## config.mk

```make
export PLATFORM = sky130hd
export DESIGN_NAME = length_prefix_deframer_unit_flat
export DESIGN_NICKNAME = d
export VERILOG_FILES = /design/src/design/lpd_pkg.sv /design/src/design/lpd_in_if.sv /design/src/design/lpd_out_if.sv /design/src/design/lpd_parser.sv /design/src/design/lpd_out_buf.sv /design/src/design/length_prefix_deframer_unit.sv /design/src/flat_wrapper.sv
export VERILOG_INCLUDE_DIRS = /design/src /design/src/design
export SDC_FILE = /design/constraint.sdc
export NUM_CORES = 1
export LEC_CHECK = 0
export ABC_AREA = 1
export BUFFER_PORTS_ARGS = -buffer_cell sky130_fd_sc_hd__buf_2
export CORE_MARGIN = 3
export CORE_UTILIZATION = 53
export CTS_CLUSTER_SIZE = 8
export DETAILED_ROUTE_END_ITERATION = 8
export PLACE_DENSITY = 0.77
export SETUP_SLACK_MARGIN = 0.15
export SLEW_MARGIN = 15
export SYNTH_ARGS = -nofsm -noshare
export SYNTH_HDL_FRONTEND = slang
export SYNTH_SLANG_ARGS = --single-unit
```

## constraint.sdc

```tcl
create_clock -name clk -period 2.6 [get_ports clk]
set_input_delay 0.13 -clock clk [delete_from_list [all_inputs] [get_ports clk]]
set_output_delay 0.13 -clock clk [all_outputs]
set_load 0.05 [all_outputs]
```

## src/design/assert_macros.svh

```systemverilog
// Assertion helpers shared by the deframer modules
`ifndef ASSERT_MACROS_SVH
`define ASSERT_MACROS_SVH

// Property that must hold in the same cycle
`define LPD_ASSERT_NOW(lbl, clk, rstn, ante, cons, msg) \
  lbl: assert property (@(posedge clk) disable iff (!rstn) (ante) |-> (cons)) else $error(msg);

// Property whose consequence is checked in the cycle after the antecedent
`define LPD_ASSERT_NEXT(lbl, clk, rstn, ante, cons, msg) \
  lbl: assert property (@(posedge clk) disable iff (!rstn) (ante) |=> (cons)) else $error(msg);

`endif

```

## src/design/lpd_pkg.sv

```systemverilog
package lpd_pkg;

  localparam int unsigned BYTE_W = 8;
  localparam int unsigned LEN_W  = 16;

  // Two length bytes lead every packet
  localparam logic [LEN_W-1:0] HEADER_BYTES = 16'd2;
  localparam logic [LEN_W-1:0] MIN_LEN_RST  = 16'd3;

  // Parser phase, one-hot
  typedef enum logic [3:0] {
    PH_LEN_LO = 4'b0001,
    PH_LEN_HI = 4'b0010,
    PH_DATA   = 4'b0100,
    PH_HALT   = 4'b1000
  } lpd_phase_t;

  // One result beat
  typedef struct packed {
    logic [BYTE_W-1:0] payload_byte;
    logic              last_byte;
    logic              length_error;
  } lpd_res_t;

endpackage

```

## src/design/lpd_in_if.sv

```systemverilog
interface lpd_in_if;
  logic                       valid;
  logic                       ready;
  logic [lpd_pkg::BYTE_W-1:0] rx_byte;

  modport source (output valid, output rx_byte, input ready);
  modport sink   (input valid, input rx_byte, output ready);
endinterface

```

## src/design/lpd_out_if.sv

```systemverilog
interface lpd_out_if;
  logic                       valid;
  logic                       ready;
  logic [lpd_pkg::BYTE_W-1:0] payload_byte;
  logic                       last_byte;
  logic                       length_error;

  modport source (output valid, output payload_byte, output last_byte,
                  output length_error, input ready);
  modport sink   (input valid, input payload_byte, input last_byte,
                  input length_error, output ready);
endinterface

```

## src/design/lpd_parser.sv

```systemverilog
`include "assert_macros.svh"

module lpd_parser (
  input  logic                         clk,
  input  logic                         rst_n,
  input  logic                         cfg_wr_en,
  input  logic [lpd_pkg::LEN_W-1:0]    cfg_wr_data,
  input  logic                         in_fire,
  input  logic [lpd_pkg::BYTE_W-1:0]   rx_byte,
  output logic                         res_valid,
  output lpd_pkg::lpd_res_t            res
);
  import lpd_pkg::*;

  lpd_phase_t        phase_r, phase_nxt;
  logic [BYTE_W-1:0] len_lo_r, len_lo_nxt;
  logic [LEN_W-1:0]  rem_r, rem_nxt;
  logic [LEN_W-1:0]  min_len_r;
  logic [LEN_W-1:0]  decl_len;

  assign decl_len = {rx_byte, len_lo_r};

  // Phase decode for the accepted beat
  always_comb begin
    phase_nxt        = phase_r;
    len_lo_nxt       = len_lo_r;
    rem_nxt          = rem_r;
    res_valid        = 1'b0;
    res.payload_byte = rx_byte;
    res.last_byte    = 1'b0;
    res.length_error = 1'b0;
    if (in_fire) begin
      unique case (phase_r)
        PH_LEN_LO: begin
          len_lo_nxt = rx_byte;
          phase_nxt  = PH_LEN_HI;
        end
        PH_LEN_HI: begin
          if ((decl_len < min_len_r) || (decl_len < HEADER_BYTES)) begin
            phase_nxt        = PH_HALT;
            res_valid        = 1'b1;
            res.payload_byte = '0;
            res.length_error = 1'b1;
          end else begin
            rem_nxt   = decl_len - HEADER_BYTES;
            phase_nxt = (decl_len == HEADER_BYTES) ? PH_LEN_LO : PH_DATA;
          end
        end
        PH_DATA: begin
          res_valid = 1'b1;
          if (rem_r <= 16'd1) begin
            rem_nxt       = '0;
            phase_nxt     = PH_LEN_LO;
            res.last_byte = 1'b1;
          end else begin
            rem_nxt = rem_r - 16'd1;
          end
        end
        default: begin
          // halted: drop everything until reset
        end
      endcase
    end
  end

  // State registers
  always_ff @(posedge clk) begin
    if (!rst_n) begin
      phase_r   <= PH_LEN_LO;
      len_lo_r  <= '0;
      rem_r     <= '0;
      min_len_r <= MIN_LEN_RST;
    end else begin
      phase_r  <= phase_nxt;
      len_lo_r <= len_lo_nxt;
      rem_r    <= rem_nxt;
      if (cfg_wr_en) begin
        min_len_r <= cfg_wr_data;
      end
    end
  end

  `LPD_ASSERT_NEXT(a_halt_sticky, clk, rst_n, phase_r == PH_HALT, phase_r == PH_HALT, "halt left")
  `LPD_ASSERT_NOW(a_data_rem, clk, rst_n, phase_r == PH_DATA, rem_r != '0, "data with no bytes left")
  `LPD_ASSERT_NOW(a_err_src, clk, rst_n, res_valid && res.length_error, phase_r == PH_LEN_HI, "error outside header")

endmodule

```

## src/design/lpd_out_buf.sv

```systemverilog
`include "assert_macros.svh"

module lpd_out_buf (
  input  logic               clk,
  input  logic               rst_n,
  input  logic               push_valid,
  input  lpd_pkg::lpd_res_t  push_data,
  output logic               push_ready,
  output logic               out_valid,
  output lpd_pkg::lpd_res_t  out_data,
  input  logic               out_ready
);
  import lpd_pkg::*;

  logic     out_valid_r, out_valid_nxt;
  logic     skid_valid_r, skid_valid_nxt;
  lpd_res_t out_data_r, out_data_nxt;
  lpd_res_t skid_data_r, skid_data_nxt;
  logic     pop;

  assign pop        = out_valid_r && out_ready;
  assign push_ready = !skid_valid_r;
  assign out_valid  = out_valid_r;
  assign out_data   = out_data_r;

  // Output register with one skid entry behind it
  always_comb begin
    out_valid_nxt  = out_valid_r;
    out_data_nxt   = out_data_r;
    skid_valid_nxt = skid_valid_r;
    skid_data_nxt  = skid_data_r;
    if (!out_valid_r || pop) begin
      if (skid_valid_r) begin
        out_valid_nxt  = 1'b1;
        out_data_nxt   = skid_data_r;
        skid_valid_nxt = 1'b0;
      end else if (push_valid) begin
        out_valid_nxt = 1'b1;
        out_data_nxt  = push_data;
      end else begin
        out_valid_nxt = 1'b0;
      end
    end else if (push_valid) begin
      skid_valid_nxt = 1'b1;
      skid_data_nxt  = push_data;
    end
  end

  always_ff @(posedge clk) begin
    if (!rst_n) begin
      out_valid_r  <= 1'b0;
      skid_valid_r <= 1'b0;
    end else begin
      out_valid_r  <= out_valid_nxt;
      skid_valid_r <= skid_valid_nxt;
    end
  end

  // Payload needs no reset
  always_ff @(posedge clk) begin
    out_data_r  <= out_data_nxt;
    skid_data_r <= skid_data_nxt;
  end

  `LPD_ASSERT_NOW(a_skid_behind, clk, rst_n, skid_valid_r, out_valid_r, "skid full, output empty")
  `LPD_ASSERT_NEXT(a_stall_hold, clk, rst_n, out_valid_r && !out_ready, out_valid_r && (out_data_r == $past(out_data_r)), "stalled beat changed")

endmodule

```

## src/design/length_prefix_deframer_unit.sv

```systemverilog
// Channel  Dir  Payload                                        Handshake
// in_ch    in   rx_byte[7:0]                                   valid/ready
// out_ch   out  payload_byte[7:0], last_byte, length_error     valid/ready
// cfg_     in   cfg_wr_data[15:0] = min_length                 cfg_wr_en
//
// One byte is accepted per cycle while in_ch.ready is high. A two-entry
// output stage (output + skid register) holds the result beats; it keeps
// in_ch.ready high while one result waits, so it drops only when two
// results are held. Reset (rst_n low, synchronous) returns to the low
// length byte, clears the halt and loads min_length with 3.
module length_prefix_deframer_unit (
  input  logic                      clk,
  input  logic                      rst_n,
  lpd_in_if.sink                    in_ch,
  lpd_out_if.source                 out_ch,
  input  logic                      cfg_wr_en,
  input  logic [lpd_pkg::LEN_W-1:0] cfg_wr_data
);
  import lpd_pkg::*;

  logic     buf_ready;
  logic     in_fire;
  logic     res_valid;
  lpd_res_t res;
  lpd_res_t out_data;

  assign in_ch.ready = buf_ready;
  assign in_fire     = in_ch.valid && buf_ready;

  // Header decode and payload tagging
  lpd_parser u_parser (
    .clk         (clk),
    .rst_n       (rst_n),
    .cfg_wr_en   (cfg_wr_en),
    .cfg_wr_data (cfg_wr_data),
    .in_fire     (in_fire),
    .rx_byte     (in_ch.rx_byte),
    .res_valid   (res_valid),
    .res         (res)
  );

  // Result staging toward the sink
  lpd_out_buf u_out_buf (
    .clk        (clk),
    .rst_n      (rst_n),
    .push_valid (res_valid),
    .push_data  (res),
    .push_ready (buf_ready),
    .out_valid  (out_ch.valid),
    .out_data   (out_data),
    .out_ready  (out_ch.ready)
  );

  assign out_ch.payload_byte = out_data.payload_byte;
  assign out_ch.last_byte    = out_data.last_byte;
  assign out_ch.length_error = out_data.length_error;

endmodule
```

## src/flat_wrapper.sv

```systemverilog
// flat-port wrapper written by rule: the top's interface ports become plain ports
module length_prefix_deframer_unit_flat import lpd_pkg::*;
  (clk, rst_n, cfg_wr_en, cfg_wr_data, in_ch_valid, in_ch_rx_byte, in_ch_ready, out_ch_valid, out_ch_payload_byte, out_ch_last_byte, out_ch_length_error, out_ch_ready);
  lpd_in_if in_ch_i ();
  lpd_out_if out_ch_i ();
  input  logic clk;
  input  logic rst_n;
  input  logic cfg_wr_en;
  input  logic [lpd_pkg::LEN_W-1:0] cfg_wr_data;
  input wire logic [$bits(in_ch_i.valid)-1:0] in_ch_valid;
  input wire logic [$bits(in_ch_i.rx_byte)-1:0] in_ch_rx_byte;
  output wire logic [$bits(in_ch_i.ready)-1:0] in_ch_ready;
  output wire logic [$bits(out_ch_i.valid)-1:0] out_ch_valid;
  output wire logic [$bits(out_ch_i.payload_byte)-1:0] out_ch_payload_byte;
  output wire logic [$bits(out_ch_i.last_byte)-1:0] out_ch_last_byte;
  output wire logic [$bits(out_ch_i.length_error)-1:0] out_ch_length_error;
  input wire logic [$bits(out_ch_i.ready)-1:0] out_ch_ready;
  assign in_ch_i.valid = in_ch_valid;
  assign in_ch_i.rx_byte = in_ch_rx_byte;
  assign in_ch_ready = in_ch_i.ready;
  assign out_ch_valid = out_ch_i.valid;
  assign out_ch_payload_byte = out_ch_i.payload_byte;
  assign out_ch_last_byte = out_ch_i.last_byte;
  assign out_ch_length_error = out_ch_i.length_error;
  assign out_ch_i.ready = out_ch_ready;
  length_prefix_deframer_unit u_core (.clk(clk), .rst_n(rst_n), .in_ch(in_ch_i), .out_ch(out_ch_i), .cfg_wr_en(cfg_wr_en), .cfg_wr_data(cfg_wr_data));
endmodule
```

==> impl_results.md <==
- Placeable Area: 6910 um^2
- Syn nets: ~550
- Post-synthesis simple-gate area fraction: approximately 25%
- Initial antenna violation count: 0
- Vias per inst: 5.18
- WL met1: 3760 um
- Clk Latency, worst-skew pair: 350 ps
- DRC errors left: 0
- Die height: roughly 91 um
- Total CTS buffers: 9
- Pwr dens: approximately 740 nW/um^2
- Hold WC Path Type: input pin to flip-flop
- # fillers: between 600 and 700
- Max clock buf depth: 2
- Minimum clock period: roughly 2300 ps
- Max cap viols: 0
- Tcrit/Tclk final: between 80% and 90%
- Post-synth design cell area: 3830 um^2
- Most frequent CP cell: nand2_1
- Layout area overhead: 12.9%
- Die W: 91.0 um
- Slowest stage delay, CP: 450 ps
- Met3 Wirelength: 416 um
- Fin area: ~4300 um^2
- Setup total negative slack: 0 ps
- Slowest cell on the critical path: dfxtp_1
- Buf+Inv Stages, Crit Path: 1
- Peak VDD IR: 0.437 mV
- Relative slew margins: between 40 and 50%
- Largest family of logic cells by synthesized area: simple AND/OR/NAND/NOR gates
- Internal: approximately 2100 uW
- DRT iter0 DRCs: 198
- R2R Setup Slk: roughly 340 ps
- Outcome: finished, final reports clean
- GR Overflow Total: 0
- Minimum hold slack: ~28 ps
- Final Util: between 60% and 70%
- Post-synthesis xor/xnor area fraction: 4.35%
- DR WL/cell: ~13 um
- Synth Area in Adders: 5.89%
- Post-synthesis sequential area ratio: roughly two fifths
- Vias: between 3000 and 4000
- CTS tree: yes
- Yosys top cell area share: 24.1%
- Crit. End Element: flip-flop
- Fraction of layout cells with a size suffix above 1: between 10% and 20%
- Clk network pwr share: between 30% and 40%
- Final wirelength: between 8000 and 9000 um
- RePlAce Congestion: 0.883
- Antenna-violating nets left: 0
- N_diodes: 0
- WP data arrival: around 2300 ps
- P_leak: roughly 0.0021 uW
- FF/Latch Area: 1520 um^2
- Top sig layer: met4
- Placed wire-length estimate: ~6100 um
- EDFF count, synth: 20
- IO Port Bufs: 40
- Mux cell area share after synthesis: 0%
- Most common cell in the netlist: nand2_1
- RSZ-0062 raised after global routing: no
- Starting Density: about 55%
- Largest cells by area after synthesis: dfxtp_1 (24%), edfxtp_1 (16%), nand2_1 (9.2%), inv_1 (7.0%), ha_1 (5.9%)
- Setup Skew: 11.4 ps
- DR pass1 iterations: 4
- CTS clk-pin slew, worst paths: about 80 ps
- Critical Path RT: 2610 ps
- Gate power share: between 30% and 40%
- Synth Area per Inst: roughly 7.5 um^2
- Worst path cell trace: ha_1 > a21oi_1 > nor2_1 > nor3_1 > nand2_1 > nand2_1 > nand2_2 > nand2_4 > nand3_2 > nand3_1 > nand2_1 > inv_1
- Met2 Routed Length: between 3000 and 4000 um
- Post-synthesis compound-gate area fraction: 14.7%
- Largest delay share family, worst path: simple AND/OR/NAND/NOR gates
- Area of the multi-input gates: roughly 1900 um^2
- Fin. Hold Viols: 0
- Worst-margin pin slew: between 800 and 900 ps
- Die area: ~8300 um^2
- Ys flop type: dfxtp_1
- H-tree depth: 3
- DP Area: about 4000 um^2
- Ports: 41
- Clk sinks: 66
- Post-CTS Repair Setup Buffers: 0
- Psw: 1120 uW
- Startpoint class of the critical path: flip-flop
- Yosys cell types: 33
- Synth area leader: dfxtp_1
- Clock root cell: clkbuf_8
- Vias in the first global route: approximately 3200
- Yosys Warn Count: 0
- Synthesized flop and latch total: between 60 and 70
- Ys async rst share: 0%
- Pins over their slew limit: 0
- Final setup fails: 0
- First-pass GRT wire length: between 10000 and 15000 um
- Rows: 30
- Post-Syn Instances: a little over 500
- Largest net degree at the start of global routing: 30
- Gr usage total: 21.2%
- Max frequency: between 400 and 500 MHz
- Sequential Power Share: 37.9%
- Top cells by count, synth: nand2_1 (94), inv_1 (71), nor2_1 (47)
- Worst-path maximum fanout: 10
- Fraction of power spent switching nets: a little over a third
- Crit Path Class: flip-flop to flip-flop
- Fin nets: ~590
[final cells by class]
type / count / share of cell area (%)
clock inverters: 7 / 2.32
flip-flops and latches: 66 / 35.2
clock buffers: 9 / 2.87
well taps: 96 / 2.78
inverters: 76 / 6.60
repair buffers: 47 / 5.96
multi-input cells: 347 / 44.3
[what timing repair did]
action	4_1_cts	5_1_grt
hold buffers	2	0
gates resized for setup	0	0
endpoints found under the hold margin	2	0
setup endpoints to repair	0	0
[placed cells by master, fill, tap and decap left out, types with 7 or more instances in the layout]
master,instances
dfxtp_1,46
nand2_1,94
nor2_1,47
ha_1,18
nand3_1,18
o21ai_0,39
nor2_2,10
o21ai_1,15
xor2_1,16
edfxtp_1,20
clkbuf_8,9
inv_1,71
buf_2,40
a21oi_1,44
nor3_1,7
[kinds of logic (layout without fill, tap and decap cells)]
kind of cell	after synthesis	count (layout)
simple gates	205	205
compound gates	105	105
xor+xnor	19	19
fa+ha+maj	18	18
buf+inv	94	139
flops	66	66
[power groups by stage]
stage | Combinational [uW] | Sequential, uW | Clock, uW
finish | 1000 | 1210 | 983
global route | 1130 | 1220 | 1040
CTS | 1000 | 1210 | 988
detailed placement | 984 | 1230 | 0
global placement | 950 | 1230 | 0
floorplan | 768 | 1240 | 0
[layer usage]
metal / up-vias / GRT usage [%]
li1: 1720 / -
met1: 1523 / 27.0
met2: 97 / 35.1
met3: 14 / 3.65
met4: 0 / 9.42
met5: - / 0
[flip-flops by register name (all words and copies together) (netlist names)]
name	count
u_core.u_out_buf.out_data	10
u_core.u_parser.phase_r	4
u_core.u_out_buf.skid_data_r	10
u_core.u_out_buf.out_valid	1
u_core.u_parser.rem_r	16
u_core.u_parser.len_lo_r	8
u_core.u_out_buf.skid_valid_r	1
u_core.u_parser.min_len_r	16
[path summary, 6_finish.rpt]
path / endpoint / start / depth (start not counted)
setup / recovery: u_core.u_out_buf.out_data[1]$_DFFE_PP_ / u_core.u_parser.len_lo_r[5]$_SDFFE_PN0P_ / 12
hold / removal: u_core.u_parser.min_len_r[1]$_SDFFE_PN1P_ / cfg_wr_en / 2
setup reg to reg: u_core.u_out_buf.out_data[1]$_DFFE_PP_ / u_core.u_parser.len_lo_r[5]$_SDFFE_PN0P_ / 12
hold reg to reg: u_core.u_parser.min_len_r[0]$_SDFFE_PN1P_ / u_core.u_parser.min_len_r[0]$_SDFFE_PN1P_ / 2
[through the flow]
stage / instances / setup WS (ps) / total power [uW]
floorplan: 507 / 192 / 2010
global placement: 630 / 411 / 2180
detailed placement: 630 / 372 / 2220
CTS: 648 / 363 / 3200
global route: 648 / 168 / 3390
finish: 648 / 344 / 3190
(Power assumes the default switching activity.)
